File: src/rtl/tsqs_pkg.sv
// shared types and constants for the touch sample qualify and scale block
// no dependencies
`default_nettype none

package tsqs_pkg;

    // field widths
    localparam int RAW_W      = 12;
    localparam int VALUE_W    = 13;
    localparam int KIND_W     = 2;
    localparam int PROD_W     = RAW_W + VALUE_W;
    localparam int CFG_ADDR_W = 4;
    localparam int CFG_DATA_W = 13;
    localparam int ORIENT_W   = 3;

    // event kinds
    localparam logic [KIND_W-1:0] KIND_ABS_X = 2'd0;
    localparam logic [KIND_W-1:0] KIND_ABS_Y = 2'd1;
    localparam logic [KIND_W-1:0] KIND_KEY   = 2'd2;

    // orientation bits
    localparam int ORIENT_SWAP  = 0;
    localparam int ORIENT_INV_X = 1;
    localparam int ORIENT_INV_Y = 2;

    // queued command: a position run or a touch-up
    typedef struct packed {
        logic             touch;
        logic [RAW_W-1:0] x_raw;
        logic [RAW_W-1:0] y_raw;
    } tsqs_cmd_t;

    // calibration and screen settings
    typedef struct packed {
        logic [RAW_W-1:0]    cal_x_min;
        logic [RAW_W-1:0]    cal_x_max;
        logic [RAW_W-1:0]    cal_y_min;
        logic [RAW_W-1:0]    cal_y_max;
        logic [RAW_W-1:0]    pressure_floor;
        logic [VALUE_W-1:0]  screen_cols;
        logic [VALUE_W-1:0]  screen_rows;
        logic [ORIENT_W-1:0] orientation;
    } tsqs_cfg_t;

endpackage

`default_nettype wire

File: src/rtl/touch_sample_qualify_scale_core.sv
// top level of the resistive touch qualify and scale block
// depends on tsqs_pkg, tsqs_front, tsqs_fifo, tsqs_back
//
// One poll of a resistive touch controller enters on the s_ stream: pressure
// Z1/Z2, two X and two Y conversions, and a read-error flag in s_tuser. The
// front end qualifies the poll in the cycle it is taken and tracks the
// pressed flag; work goes through a two-entry queue to the back end.
// A release while pressed yields one touch-up key word; a release while not
// pressed yields nothing. A valid touch yields three words on the m_ stream:
// X-derived position, Y-derived position, and touch-down key (m_tlast set on
// the key word). m_tuser carries the event kind.
// The first word of a touch poll waits on the 25-step bit-serial dividers (one
// per axis, run in parallel); a release word skips the divide. The back end
// takes one command at a time and pops the next once the key word of the last
// is loaded into the output register. The config port is to be written only
// while the block is idle; the block itself does not enforce it.
// Reset (aresetn low, synchronous) clears the queue, the pressed flag and the
// output, and loads the calibration defaults. When m_tready is low the
// output word holds, the back end waits, and s_tready drops once the queue
// fills.
`default_nettype none

module touch_sample_qualify_scale_core
    import tsqs_pkg::*;
#(
    parameter int unsigned STABILITY_LIMIT = 100
) (
    input  wire logic                  aclk,
    input  wire logic                  aresetn,
    // input poll
    input  wire logic                  s_tvalid,
    output logic                       s_tready,
    input  wire logic [71:0]           s_tdata,  // pressure_one, pressure_two, x_first,
                                                 // y_first, x_second, y_second
    input  wire logic                  s_tuser,  // read_failed
    // output events
    output logic                       m_tvalid,
    input  wire logic                  m_tready,
    output logic [15:0]                m_tdata,  // event_value, zero pad
    output logic [KIND_W-1:0]          m_tuser,  // event_kind
    output logic                       m_tlast,
    // configuration
    input  wire logic                  cfg_wr_en,
    input  wire logic [CFG_ADDR_W-1:0] cfg_addr,
    input  wire logic [CFG_DATA_W-1:0] cfg_wdata
);

    localparam logic [CFG_ADDR_W-1:0] REG_CAL_X_MIN      = 4'd0;
    localparam logic [CFG_ADDR_W-1:0] REG_CAL_X_MAX      = 4'd1;
    localparam logic [CFG_ADDR_W-1:0] REG_CAL_Y_MIN      = 4'd2;
    localparam logic [CFG_ADDR_W-1:0] REG_CAL_Y_MAX      = 4'd3;
    localparam logic [CFG_ADDR_W-1:0] REG_PRESSURE_FLOOR = 4'd4;
    localparam logic [CFG_ADDR_W-1:0] REG_SCREEN_COLS    = 4'd5;
    localparam logic [CFG_ADDR_W-1:0] REG_SCREEN_ROWS    = 4'd6;
    localparam logic [CFG_ADDR_W-1:0] REG_ORIENTATION    = 4'd7;

    tsqs_cfg_t          cfg_reg;
    logic               q_full;
    logic               q_empty;
    logic               push;
    logic               pop;
    tsqs_cmd_t          push_cmd;
    tsqs_cmd_t          pop_cmd;
    logic [VALUE_W-1:0] out_value;

    // configuration registers
    always_ff @(posedge aclk) begin
        if (!aresetn) begin
            cfg_reg.cal_x_min      <= '0;
            cfg_reg.cal_x_max      <= {RAW_W{1'b1}};
            cfg_reg.cal_y_min      <= '0;
            cfg_reg.cal_y_max      <= {RAW_W{1'b1}};
            cfg_reg.pressure_floor <= '0;
            cfg_reg.screen_cols    <= '0;
            cfg_reg.screen_rows    <= '0;
            cfg_reg.orientation    <= '0;
        end else if (cfg_wr_en) begin
            unique case (cfg_addr)
                REG_CAL_X_MIN:      cfg_reg.cal_x_min      <= cfg_wdata[RAW_W-1:0];
                REG_CAL_X_MAX:      cfg_reg.cal_x_max      <= cfg_wdata[RAW_W-1:0];
                REG_CAL_Y_MIN:      cfg_reg.cal_y_min      <= cfg_wdata[RAW_W-1:0];
                REG_CAL_Y_MAX:      cfg_reg.cal_y_max      <= cfg_wdata[RAW_W-1:0];
                REG_PRESSURE_FLOOR: cfg_reg.pressure_floor <= cfg_wdata[RAW_W-1:0];
                REG_SCREEN_COLS:    cfg_reg.screen_cols    <= cfg_wdata[VALUE_W-1:0];
                REG_SCREEN_ROWS:    cfg_reg.screen_rows    <= cfg_wdata[VALUE_W-1:0];
                REG_ORIENTATION:    cfg_reg.orientation    <= cfg_wdata[ORIENT_W-1:0];
                default: begin
                end
            endcase
        end
    end

    tsqs_front #(
        .STABILITY_LIMIT (STABILITY_LIMIT)
    ) u_front (
        .aclk           (aclk),
        .aresetn        (aresetn),
        .in_valid       (s_tvalid),
        .q_full         (q_full),
        .read_failed    (s_tuser),
        .pressure_one   (s_tdata[11:0]),
        .pressure_two   (s_tdata[23:12]),
        .x_first        (s_tdata[35:24]),
        .y_first        (s_tdata[47:36]),
        .x_second       (s_tdata[59:48]),
        .y_second       (s_tdata[71:60]),
        .pressure_floor (cfg_reg.pressure_floor),
        .in_ready       (s_tready),
        .push           (push),
        .push_cmd       (push_cmd)
    );

    tsqs_fifo u_fifo (
        .aclk     (aclk),
        .aresetn  (aresetn),
        .push     (push),
        .push_cmd (push_cmd),
        .pop      (pop),
        .pop_cmd  (pop_cmd),
        .full     (q_full),
        .empty    (q_empty)
    );

    tsqs_back u_back (
        .aclk      (aclk),
        .aresetn   (aresetn),
        .cfg       (cfg_reg),
        .q_empty   (q_empty),
        .pop_cmd   (pop_cmd),
        .pop       (pop),
        .out_valid (m_tvalid),
        .out_ready (m_tready),
        .out_kind  (m_tuser),
        .out_value (out_value),
        .out_last  (m_tlast)
    );

    assign m_tdata = {3'b000, out_value};

endmodule

`default_nettype wire

File: src/rtl/tsqs_front.sv
// front end: accepts a poll, qualifies it and tracks the pressed flag
// depends on tsqs_pkg
`default_nettype none

module tsqs_front
    import tsqs_pkg::*;
#(
    parameter int unsigned STABILITY_LIMIT = 100
) (
    input  wire logic               aclk,
    input  wire logic               aresetn,
    input  wire logic               in_valid,
    input  wire logic               q_full,
    input  wire logic               read_failed,
    input  wire logic [RAW_W-1:0]   pressure_one,
    input  wire logic [RAW_W-1:0]   pressure_two,
    input  wire logic [RAW_W-1:0]   x_first,
    input  wire logic [RAW_W-1:0]   y_first,
    input  wire logic [RAW_W-1:0]   x_second,
    input  wire logic [RAW_W-1:0]   y_second,
    input  wire logic [RAW_W-1:0]   pressure_floor,
    output logic                    in_ready,
    output logic                    push,
    output tsqs_cmd_t               push_cmd
);

    localparam logic [RAW_W-1:0] LIMIT      = RAW_W'(STABILITY_LIMIT);
    localparam logic [RAW_W-1:0] FULL_SCALE = {RAW_W{1'b1}};

    logic             touch_down_reg;
    logic             touch_down_next;
    logic [RAW_W-1:0] gap_x;
    logic [RAW_W-1:0] gap_y;
    logic             release_poll;
    logic             accept;

    // stability gaps between the two readings of each axis
    assign gap_x = (x_first >= x_second) ? (x_first - x_second) : (x_second - x_first);
    assign gap_y = (y_first >= y_second) ? (y_first - y_second) : (y_second - y_first);

    // any failed check makes the poll a release
    assign release_poll = read_failed
        || (pressure_one <= pressure_floor)
        || (pressure_two == '0)
        || (gap_x > LIMIT)
        || (gap_y > LIMIT)
        || (x_first == FULL_SCALE)
        || (y_first == FULL_SCALE);

    assign in_ready = !q_full;
    assign accept   = in_valid && in_ready;

    // a release only queues work when the panel was pressed
    assign push           = accept && (!release_poll || touch_down_reg);
    assign push_cmd.touch = !release_poll;
    assign push_cmd.x_raw = x_first;
    assign push_cmd.y_raw = y_first;

    always_comb begin
        touch_down_next = touch_down_reg;
        if (accept) begin
            touch_down_next = !release_poll;
        end
    end

    // pressed flag
    always_ff @(posedge aclk) begin
        if (!aresetn) begin
            touch_down_reg <= 1'b0;
        end else begin
            touch_down_reg <= touch_down_next;
        end
    end

    a_down_after_touch: assert property (@(posedge aclk) disable iff (!aresetn)
        push && push_cmd.touch |=> touch_down_reg)
        else $error("pressed flag not set after a touch");

    a_up_only_when_down: assert property (@(posedge aclk) disable iff (!aresetn)
        push && !push_cmd.touch |-> touch_down_reg)
        else $error("touch-up queued while not pressed");

    a_no_push_when_full: assert property (@(posedge aclk) disable iff (!aresetn)
        push |-> !q_full)
        else $error("push into a full queue");

endmodule

`default_nettype wire

File: src/rtl/tsqs_fifo.sv
// two-entry command queue between the front and back ends
// depends on tsqs_pkg
`default_nettype none

module tsqs_fifo
    import tsqs_pkg::*;
(
    input  wire logic      aclk,
    input  wire logic      aresetn,
    input  wire logic      push,
    input  tsqs_cmd_t      push_cmd,
    input  wire logic      pop,
    output tsqs_cmd_t      pop_cmd,
    output logic           full,
    output logic           empty
);

    localparam int DEPTH = 2;

    tsqs_cmd_t  mem_reg [DEPTH];
    logic       wr_ptr_reg;
    logic       rd_ptr_reg;
    logic [1:0] count_reg;
    logic [1:0] count_next;

    assign full    = (count_reg == 2'(DEPTH));
    assign empty   = (count_reg == '0);
    assign pop_cmd = mem_reg[rd_ptr_reg];

    always_comb begin
        count_next = count_reg;
        if (push && !pop) begin
            count_next = count_reg + 2'd1;
        end else if (pop && !push) begin
            count_next = count_reg - 2'd1;
        end
    end

    // pointers and fill count
    always_ff @(posedge aclk) begin
        if (!aresetn) begin
            wr_ptr_reg <= 1'b0;
            rd_ptr_reg <= 1'b0;
            count_reg  <= '0;
        end else begin
            count_reg <= count_next;
            if (push) begin
                wr_ptr_reg <= !wr_ptr_reg;
            end
            if (pop) begin
                rd_ptr_reg <= !rd_ptr_reg;
            end
        end
    end

    // entry storage
    always_ff @(posedge aclk) begin
        if (push) begin
            mem_reg[wr_ptr_reg] <= push_cmd;
        end
    end

    a_count_bound: assert property (@(posedge aclk) disable iff (!aresetn)
        count_reg <= 2'(DEPTH))
        else $error("queue count out of range");

    a_no_pop_empty: assert property (@(posedge aclk) disable iff (!aresetn)
        pop |-> !empty)
        else $error("pop from an empty queue");

    a_ptr_match: assert property (@(posedge aclk) disable iff (!aresetn)
        (count_reg == '0 || count_reg == 2'(DEPTH)) |-> (wr_ptr_reg == rd_ptr_reg))
        else $error("queue pointers disagree with count");

endmodule

`default_nettype wire

File: src/rtl/tsqs_div.sv
// bit-serial restoring divider, one quotient bit per cycle
// depends on tsqs_pkg
`default_nettype none

module tsqs_div
    import tsqs_pkg::*;
(
    input  wire logic               aclk,
    input  wire logic               aresetn,
    input  wire logic               start,
    input  wire logic [PROD_W-1:0]  dividend,
    input  wire logic [RAW_W-1:0]   divisor,
    output logic                    busy,
    output logic [VALUE_W-1:0]      quotient
);

    localparam int CNT_W = $clog2(PROD_W);

    logic [PROD_W-1:0] q_reg;
    logic [RAW_W-1:0]  rem_reg;
    logic [RAW_W-1:0]  divisor_reg;
    logic [CNT_W-1:0]  count_reg;
    logic              busy_reg;
    logic [RAW_W:0]    trial;
    logic              ge;
    logic [RAW_W:0]    diff;

    // shift in the next dividend bit and try a subtract
    assign trial = {rem_reg, q_reg[PROD_W-1]};
    assign ge    = (trial >= {1'b0, divisor_reg});
    assign diff  = trial - {1'b0, divisor_reg};

    assign busy     = busy_reg;
    assign quotient = q_reg[VALUE_W-1:0];

    // iteration control
    always_ff @(posedge aclk) begin
        if (!aresetn) begin
            busy_reg  <= 1'b0;
            count_reg <= '0;
        end else if (start) begin
            busy_reg  <= 1'b1;
            count_reg <= CNT_W'(PROD_W - 1);
        end else if (busy_reg) begin
            count_reg <= count_reg - 1'b1;
            if (count_reg == '0) begin
                busy_reg <= 1'b0;
            end
        end
    end

    // quotient and remainder datapath
    always_ff @(posedge aclk) begin
        if (start) begin
            q_reg       <= dividend;
            rem_reg     <= '0;
            divisor_reg <= divisor;
        end else if (busy_reg) begin
            q_reg   <= {q_reg[PROD_W-2:0], ge};
            rem_reg <= ge ? diff[RAW_W-1:0] : trial[RAW_W-1:0];
        end
    end

endmodule

`default_nettype wire

File: src/rtl/tsqs_back.sv
// back end: calibrates, divides, orients and emits the events of one command
// depends on tsqs_pkg and tsqs_div
`default_nettype none

module tsqs_back
    import tsqs_pkg::*;
(
    input  wire logic                aclk,
    input  wire logic                aresetn,
    input  tsqs_cfg_t                cfg,
    input  wire logic                q_empty,
    input  tsqs_cmd_t                pop_cmd,
    output logic                     pop,
    output logic                     out_valid,
    input  wire logic                out_ready,
    output logic [KIND_W-1:0]        out_kind,
    output logic [VALUE_W-1:0]       out_value,
    output logic                     out_last
);

    typedef enum logic [2:0] {
        ST_IDLE,
        ST_MUL,
        ST_DIV_START,
        ST_DIV_WAIT,
        ST_EMIT_X,
        ST_EMIT_Y,
        ST_EMIT_KEY
    } state_t;

    state_t             state_reg;
    tsqs_cmd_t          cmd_reg;
    logic [PROD_W-1:0]  prod_x_reg;
    logic [PROD_W-1:0]  prod_y_reg;
    logic [RAW_W-1:0]   den_x_reg;
    logic [RAW_W-1:0]   den_y_reg;
    logic [VALUE_W-1:0] fixed_x_reg;
    logic [VALUE_W-1:0] fixed_y_reg;
    logic               use_div_x_reg;
    logic               use_div_y_reg;
    logic [VALUE_W-1:0] sx_reg;
    logic [VALUE_W-1:0] sy_reg;
    logic               out_valid_reg;
    logic [KIND_W-1:0]  out_kind_reg;
    logic [VALUE_W-1:0] out_value_reg;
    logic               out_last_reg;

    logic [VALUE_W-1:0] fixed_x_next;
    logic [VALUE_W-1:0] fixed_y_next;
    logic               use_div_x_next;
    logic               use_div_y_next;
    logic [PROD_W-1:0]  prod_x_next;
    logic [PROD_W-1:0]  prod_y_next;
    logic               div_start;
    logic               busy_x;
    logic               busy_y;
    logic [VALUE_W-1:0] quot_x;
    logic [VALUE_W-1:0] quot_y;
    logic [VALUE_W-1:0] vx;
    logic [VALUE_W-1:0] vy;
    logic [VALUE_W-1:0] sx_next;
    logic [VALUE_W-1:0] sy_next;
    logic               out_free;
    logic               swap;

    // clamp or pass through, and flag when the divide result is needed
    function automatic logic [VALUE_W:0] axis_fixed(
        input logic [RAW_W-1:0]   raw,
        input logic [RAW_W-1:0]   lo,
        input logic [RAW_W-1:0]   hi,
        input logic [VALUE_W-1:0] size
    );
        logic [VALUE_W:0] res;
        res = '0;
        if (size == '0 || hi <= lo) begin
            res = {1'b0, 1'b0, raw};
        end else if (raw <= lo) begin
            res = '0;
        end else if (raw >= hi) begin
            res = {1'b0, size - 1'b1};
        end else begin
            res = {1'b1, {VALUE_W{1'b0}}};
        end
        return res;
    endfunction

    // mirrored coordinate, floored at zero
    function automatic logic [VALUE_W-1:0] flip(
        input logic [VALUE_W-1:0] size,
        input logic [VALUE_W-1:0] v
    );
        return (size >= v) ? (size - v) : '0;
    endfunction

    // calibration products, one multiplier per axis
    always_comb begin
        {use_div_x_next, fixed_x_next} =
            axis_fixed(cmd_reg.x_raw, cfg.cal_x_min, cfg.cal_x_max, cfg.screen_cols);
        {use_div_y_next, fixed_y_next} =
            axis_fixed(cmd_reg.y_raw, cfg.cal_y_min, cfg.cal_y_max, cfg.screen_rows);
        prod_x_next = PROD_W'(cmd_reg.x_raw - cfg.cal_x_min)
                      * PROD_W'(cfg.screen_cols - 1'b1);
        prod_y_next = PROD_W'(cmd_reg.y_raw - cfg.cal_y_min)
                      * PROD_W'(cfg.screen_rows - 1'b1);
    end

    assign div_start = (state_reg == ST_DIV_START);

    tsqs_div u_div_x (
        .aclk     (aclk),
        .aresetn  (aresetn),
        .start    (div_start),
        .dividend (prod_x_reg),
        .divisor  (den_x_reg),
        .busy     (busy_x),
        .quotient (quot_x)
    );

    tsqs_div u_div_y (
        .aclk     (aclk),
        .aresetn  (aresetn),
        .start    (div_start),
        .dividend (prod_y_reg),
        .divisor  (den_y_reg),
        .busy     (busy_y),
        .quotient (quot_y)
    );

    // pick divide or clamp result, then apply inversion
    always_comb begin
        vx      = use_div_x_reg ? quot_x : fixed_x_reg;
        vy      = use_div_y_reg ? quot_y : fixed_y_reg;
        sx_next = cfg.orientation[ORIENT_INV_X] ? flip(cfg.screen_cols, vx) : vx;
        sy_next = cfg.orientation[ORIENT_INV_Y] ? flip(cfg.screen_rows, vy) : vy;
    end

    assign swap     = cfg.orientation[ORIENT_SWAP];
    assign out_free = !out_valid_reg || out_ready;
    assign pop      = (state_reg == ST_IDLE) && !q_empty;

    assign out_valid = out_valid_reg;
    assign out_kind  = out_kind_reg;
    assign out_value = out_value_reg;
    assign out_last  = out_last_reg;

    // sequencer and output register
    always_ff @(posedge aclk) begin
        if (!aresetn) begin
            state_reg     <= ST_IDLE;
            out_valid_reg <= 1'b0;
        end else begin
            if (out_ready) begin
                out_valid_reg <= 1'b0;
            end
            unique case (state_reg)
                ST_IDLE: begin
                    if (!q_empty) begin
                        cmd_reg   <= pop_cmd;
                        state_reg <= pop_cmd.touch ? ST_MUL : ST_EMIT_KEY;
                    end
                end
                ST_MUL: begin
                    prod_x_reg    <= prod_x_next;
                    prod_y_reg    <= prod_y_next;
                    den_x_reg     <= cfg.cal_x_max - cfg.cal_x_min;
                    den_y_reg     <= cfg.cal_y_max - cfg.cal_y_min;
                    fixed_x_reg   <= fixed_x_next;
                    fixed_y_reg   <= fixed_y_next;
                    use_div_x_reg <= use_div_x_next;
                    use_div_y_reg <= use_div_y_next;
                    state_reg     <= ST_DIV_START;
                end
                ST_DIV_START: begin
                    state_reg <= ST_DIV_WAIT;
                end
                ST_DIV_WAIT: begin
                    if (!busy_x && !busy_y) begin
                        sx_reg    <= sx_next;
                        sy_reg    <= sy_next;
                        state_reg <= ST_EMIT_X;
                    end
                end
                ST_EMIT_X: begin
                    if (out_free) begin
                        out_valid_reg <= 1'b1;
                        out_kind_reg  <= swap ? KIND_ABS_Y : KIND_ABS_X;
                        out_value_reg <= sx_reg;
                        out_last_reg  <= 1'b0;
                        state_reg     <= ST_EMIT_Y;
                    end
                end
                ST_EMIT_Y: begin
                    if (out_free) begin
                        out_valid_reg <= 1'b1;
                        out_kind_reg  <= swap ? KIND_ABS_X : KIND_ABS_Y;
                        out_value_reg <= sy_reg;
                        out_last_reg  <= 1'b0;
                        state_reg     <= ST_EMIT_KEY;
                    end
                end
                ST_EMIT_KEY: begin
                    if (out_free) begin
                        out_valid_reg <= 1'b1;
                        out_kind_reg  <= KIND_KEY;
                        out_value_reg <= {{(VALUE_W-1){1'b0}}, cmd_reg.touch};
                        out_last_reg  <= 1'b1;
                        state_reg     <= ST_IDLE;
                    end
                end
                default: begin
                    state_reg <= ST_IDLE;
                end
            endcase
        end
    end

    a_last_is_key: assert property (@(posedge aclk) disable iff (!aresetn)
        out_valid_reg && out_last_reg |-> out_kind_reg == KIND_KEY)
        else $error("final word of a run is not a key event");

    a_key_value: assert property (@(posedge aclk) disable iff (!aresetn)
        out_valid_reg && out_kind_reg == KIND_KEY |-> out_value_reg[VALUE_W-1:1] == '0)
        else $error("key event value out of range");

    a_div_running: assert property (@(posedge aclk) disable iff (!aresetn)
        state_reg == ST_DIV_START |=> busy_x && busy_y)
        else $error("dividers did not start");

    a_pop_idle: assert property (@(posedge aclk) disable iff (!aresetn)
        pop |=> state_reg != ST_IDLE)
        else $error("command popped without leaving idle");

endmodule

`default_nettype wire

File: config.mk
export PLATFORM = sky130hd
export DESIGN_NAME = touch_sample_qualify_scale_core
export DESIGN_NICKNAME = d
export VERILOG_FILES = /design/src/rtl/tsqs_pkg.sv /design/src/rtl/touch_sample_qualify_scale_core.sv /design/src/rtl/tsqs_front.sv /design/src/rtl/tsqs_fifo.sv /design/src/rtl/tsqs_div.sv /design/src/rtl/tsqs_back.sv
export SDC_FILE = /design/constraint.sdc
export NUM_CORES = 2
export LEC_CHECK = 0
export BUFFER_PORTS_ARGS = -buffer_cell sky130_fd_sc_hd__buf_2
export CAP_MARGIN = 20
export CELL_PAD_IN_SITES_DETAIL_PLACEMENT = 0
export CELL_PAD_IN_SITES_GLOBAL_PLACEMENT = 2
export CORE_MARGIN = 4
export CORE_UTILIZATION = 43
export CTS_BUF_LIST = sky130_fd_sc_hd__clkbuf_2 sky130_fd_sc_hd__clkbuf_4 sky130_fd_sc_hd__clkbuf_8
export DETAILED_ROUTE_END_ITERATION = 16
export HOLD_SLACK_MARGIN = 0.05
export PLACE_DENSITY_LB_ADDON = 0.1
export SETUP_SLACK_MARGIN = 0.15
export SLEW_MARGIN = 20
export SYNTH_ARGS = -nofsm -noshare
export SYNTH_HDL_FRONTEND = slang
export SYNTH_HIERARCHICAL = 1
export SYNTH_SLANG_ARGS = --single-unit
File: constraint.sdc
create_clock -name aclk -period 30.4 [get_ports aclk]
set_input_delay 3.04 -clock aclk [delete_from_list [all_inputs] [get_ports aclk]]
set_output_delay 3.04 -clock aclk [all_outputs]
set_load 0.02 [all_outputs]
# ---- After elaboration in Yosys (flattened, before gate mapping)
# Memories as Yosys holds them, arrays and structs flattened. A register that Yosys moved wholly into a read port is not among the register bits.
# Cells that the tools add are included.
dict set report word_totals {
  register_bits 377
  latchBits 0
  ram_bits 50
  mem_bits_ro 0
  input_bits 95
  output_inout_bits 21
  wordCells 227
  memories 1
}
dict set report classes {
  n_addsub 20
  mul 2
  div 0
  order_cmp 15
  n_eq_ne 22
  n_shift 0
  n_mux 59
  bitwise_logic 4
  n_reduce_logical 60
}
# name depth word_bits rd rd_clocked_by_memory_dff write_ports line_no
set mem_list {}
lappend mem_list {u_fifo.mem_reg 2 25 1 1 1 tsqs_fifo.sv:20} ;# tsqs_cmd_t mem_reg [DEPTH];
# op count
set ops {}
lappend ops {{2-to-1 mux 13 bit} 9}
lappend ops {{2-to-1 mux 25 bit} 4}
lappend ops {{2-to-1 mux 12 bit} 8}
lappend ops {{subtractor 12 bit} 8}
lappend ops {{less-or-equal comparator 12 bit} 5}
lappend ops {{multiplier 25 x 25 -> 25 bit} 2}
lappend ops {{greater-or-equal comparator 12 bit} 4}
lappend ops {{one-hot mux 13 bit (3 select lines)} 1}
lappend ops {{2-to-1 mux 14 bit} 2}
lappend ops {{subtractor 13 x 1 -> 14 bit (second input constant)} 2}
lappend ops {{greater-or-equal comparator 13 x 12 -> 1 bit} 2}
lappend ops {{greater-or-equal comparator 13 bit} 2}
lappend ops {{logical NOT 13 bit} 2}
lappend ops {{subtractor 12 x 12 -> 13 bit} 2}
lappend ops {{subtractor 13 x 1 -> 13 bit (second input constant)} 2}
lappend ops {{subtractor 13 bit} 2}
lappend ops {{== test 12 bit (second input constant)} 2}
lappend ops {{> comparator 12 x 7 -> 1 bit (second input constant)} 2}
lappend ops {{one-hot mux 3 bit (7 select lines)} 1}
lappend ops {{2-to-1 mux 5 bit} 4}
lappend ops {{2-to-1 mux 3 bit} 6}
lappend ops {{AND reduction 2 bit} 9}
lappend ops {{2-to-1 mux 1 bit} 17}
lappend ops {{== test 4 x 3 -> 1 bit (second input constant)} 4}
lappend ops {{30 further kinds} 80}

# ---- Logic depth before layout (Yosys ltp)
dict set report depth {
  word_depth 14
  ltp_mapped 31
  ltp_nobuf 30
}

# ---- By module
# The synthesis kept the hierarchy.
# module n_inst cells_each area_each_um2 seq_area_each_um2
set by_module_without_submodules {}
lappend by_module_without_submodules {tsqs_back 1 2390 23432.5 5154.9}
lappend by_module_without_submodules {tsqs_div 2 259 2991.6 1471.4}
lappend by_module_without_submodules {touch_sample_qualify_scale_core 1 332 3460.8 1781.7}
lappend by_module_without_submodules {tsqs_front 1 432 3046.7 20.0}
lappend by_module_without_submodules {tsqs_fifo 1 100 2021.9 1601.5}

# ---- Worst setup path after synthesis
# No wires, ideal clock.
dict set report synth_path {
  path_type {input-to-reg}
  start {input port aresetn}
  end {register u_back.den_x_reg[0], enable pin}
  setup_ns 0.818
  arrival_ns 12.703
  t_required_ns 29.582
  slack_ns 16.879
  stages 1
  n_path_buf 0
  cell_sequence {nor4bb_1}
}
dict set report synth_between {
  elab_chain_len 1
}
# item line_no
set synth_rtl {}
lappend synth_rtl {{start: declaration} touch_sample_qualify_scale_core.sv:29} ;# input wire logic aresetn,
lappend synth_rtl {{AND reduction 2 bit (no source line)} n/a}
lappend synth_rtl {{end signal: assignment} tsqs_back.sv:165} ;# den_x_reg <= cfg.cal_x_max - cfg.cal_x_min;
lappend synth_rtl {{end: declaration} tsqs_back.sv:35} ;# logic [RAW_W-1:0] den_x_reg;
# Every way passes these cells.
# A chain may end at the register's enable or synchronous reset.

# ---- Final worst setup path
dict set report layout_path {
  start {register cfg_reg[3] (netlist bit)}
  end {register u_back.prod_y_reg[24], data pin}
}
dict set report layout_between {
  elab_chain_len 2
}
# item line_no
set layout_rtl {}
lappend layout_rtl {{start: declaration} touch_sample_qualify_scale_core.sv:57} ;# tsqs_cfg_t cfg_reg;
lappend layout_rtl {{subtractor 13 x 1 -> 14 bit} tsqs_back.sv:104} ;# * PROD_W'(cfg.screen_rows - 1'b1);
lappend layout_rtl {{multiplier 25 x 25 -> 25 bit} tsqs_back.sv:104}
lappend layout_rtl {{via u_back.prod_y_next[24]} tsqs_back.sv:53} ;# logic [PROD_W-1:0] prod_y_next;
lappend layout_rtl {{end signal: assignment} tsqs_back.sv:164} ;# prod_y_reg <= prod_y_next;
lappend layout_rtl {{end: declaration} tsqs_back.sv:34} ;# logic [PROD_W-1:0] prod_y_reg;
# The timed path passes the listed nets, and every way through them passes these cells.

==> reports/metrics.cfg <==
[critical_path]
crit_arrival_ps=8760
cp-start-kind=register
cp.required_ps=30810
reg2reg_slack_ps=22050
worst-setup-path-type=reg2reg
endpoint_kind=register
path_max_fanout=10

[timing]
slew_headroom_pct=26.2
drv_slew=0
rsz0062_at_grt=false
finClkSkew_ps=28.7
fin_tns_setup_ps=0
fin_crit_ps=8350
hold_violations=0
fmax_mhz=120
setup_viol=0
tightestPinTransition_ps=1100
final.period_utilization_pct=27.5

[layout]
num-fill-cells=8274
largest_reg_flops=89
drive_gt1_share_pct=11.4
area_delta_synth_final_pct=8.10
final_nets=4585

[grt]
met1_usage_pct=31.1
met2_usage_pct=36.5
grt_antenna_before_repair=22
grt-ovfl-total=0
top_usage_layer=met2
grt_pass1_wl_um=163000
grt_pass1_vias=27700
grtUsageMet3_pct=3.96
track_usage_pct=22.5
grt_max_degree=75

[synth]
syn_avg_cell_area_um2=10.1
synth.distinct_cells=104
yosysWarnings=6
synth_compound_area_share_pct=9.84
synth-simple-area-share_pct=13.4
yosys.area.top_type=edfxtp_1
synthFlopType=edfxtp_1
yosysSeqAreaShare_pct=30.3
netlist_area_um2=37900
synth_mux_area_share_pct=5.94
ys_ff_latch=428
synth_top_family_by_area=adder cells
ys_async_sr_fraction_pct=0
synth_cells=3772
synth_xor_xnor_area_share_pct=4.58
synth_area_leaders=edfxtp_1 23%, fa_1 18%, ha_1 10%
synth-adder-area-share_pct=28.2
synth_edf_count=293
netlist.area_leader.share_pct=23.2

[cts]
tritoncts=yes
clk_pin_slew_ps=60
ctsResizeCount=0
clock-root-buffer=clkbuf_8
max-clock-path-buffers=3
cts_max_level=3
cts.sinks=428
clkLatencyLatePin_ps=680
numCtsBuffers=79
postCtsSetupRepairBufs=0
hold_buffers=0

[die]
die_area_um2=93100
core-area_um2=87200
std_cell_rows=108
die_w_um=305
io_pins=116
initial_core_util_pct=43.5
die_height_um=305

[drt]
wl_per_cell_um=20.7
drc_errors=0
drt_wl_total_um=105000
via_count=27000
dr.first_iter.drc_count=1774
routed_via_density=5.32
drtPass1Iterations=5
ant_nets=0

[placement]
gp_congestion=0.885
port_buffers=112
dp_hpwl_um=83100

[outcome]
status=finished clean

[job]
drv_cap=0

[min_path]
min_path_type=reg2reg

## per-layer routing
metal / vias up / wire, um / part of all wire [%]
li1: 12800 / - / -
met1: 13400 / 48300 / 46
met2: 592 / 49000 / 47
met3: 151 / 5180 / 4.9
met4: 16 / 2510 / 2.4
met5: - / 128 / 0.12
## cell usage after synthesis (all sizes together) (8+ instances only)
library cell and n:
xor2 63, o211ai 15, buf 93, a21o 51, nand2 363, clkbuf 81, nand4 27, or3b 8
edfxtp 293, a221oi 8, nor2b 90, nand3b 13, nor3 47, nor4 18, a21boi 8, a31oi 11
o21ai 97, mux2 84, and2 29, o31ai 17, or3 16, inv 524, mux2i 130, nor2 252
dfxtp 135, o21a 36, nand3 50, and3 16, or2 13, o22ai 15, xnor2 133, nor4b 8
a211oi 47, a21oi 130, a31o 13, ha 314, o21bai 13, fa 338, nand2b 55, a22o 26
nor3b 11
## kinds of logic (layout without fill, tap and decap cells)
| group | count (synthesis) | count (layout) |
|---|---|---|
| AO/OA/AOI/OAI | 542 | 542 |
| other | 1 | 15 |
| buffers and inverters | 698 | 822 |
| multiplexers | 214 | 214 |
| flip-flops | 428 | 428 |
| adder cells (fa/ha/maj) | 652 | 652 |
| AND/OR/NAND/NOR | 1041 | 1041 |
| XOR/XNOR | 196 | 196 |
## cell type report
| class | instances | area (um2) | share of cell area [%] |
|---|---|---|---|
| Tap cell | 1155 | 1450 | 3.52 |
| Sequential cell | 428 | 11500 | 28.0 |
| Clock inverter | 26 | 188 | 0.458 |
| Timing Repair Buffer | 157 | 901 | 2.20 |
| Multi-Input combinational cell | 2648 | 23600 | 57.4 |
| Antenna cell | 12 | 30.0 | 0.0732 |
| Clock buffer | 115 | 1430 | 3.48 |
| Inverter | 524 | 1970 | 4.80 |
## layout by cell type (no fill, tap or decap), types with 14 or more instances in the layout
cell      instances
a211oi_1         45
a21o_1           51
a21oi_1         128
a22o_1           26
and2_1           28
and3_1           15
buf_2           111
buf_4            45
clkbuf_4         26
clkbuf_8         90
dfxtp_1         134
edfxtp_1        293
fa_1            338
ha_1            314
inv_1           521
mux2_2           82
mux2i_1         130
nand2_1         363
nand2b_1         55
nand3_1          48
nand4_1          27
nor2_1          252
nor2b_1          88
nor3_1           43
nor4_1           14
o21a_1           36
o21ai_0          73
o21ai_1          23
o22ai_1          15
o31ai_1          15
or3_1            16
xnor2_1         130
xor2_1           63
## per-stage QoR
stage               hold slack (ps)  cell area [um2]  worst slack (ps)  utilization, %  cells
finish                          411            41000             22050            47.1   5065
global placement                401            39400             22170            45.2   4911
detailed placement              405            39400             22100            45.2   4911
floorplan                       400            38000             16880               -   3774
global route                    423            41000             21570            47.0   5057
CTS                             414            41000             22100            47.0   5052
## worst max-delay path, stage by stage, from the launching register on
cell and delay (ps):
dfxtp_1 430, inv_1 370, ha_1 300, nand2b_1 90
nor4_1 590, xor2_1 740, nand2_1 180, fa_1 570
inv_1 50, fa_1 530, inv_1 50, fa_1 490
inv_1 50, fa_1 460, fa_1 490, ha_1 300
ha_1 240, or3_1 360, a311oi_1 390, o21ai_1 230
a31oi_1 300, o21ai_1 150, a41o_1 270, o41a_1 320
xnor2_1 130
## path summary, 6_finish.rpt
kind	to	from	depth (start not counted)
max	u_back/prod_y_reg[24]	cfg_reg[3]	24
min reg2reg	u_back/u_div_y/divisor_reg[1]	u_back/den_y_reg[1]	0
max reg2reg	u_back/prod_y_reg[24]	cfg_reg[3]	24
min	u_back/u_div_y/divisor_reg[1]	u_back/den_y_reg[1]	0
Power is not shown: default switching activity piles up to over one toggle a cycle in this logic, so the estimate is an artifact.
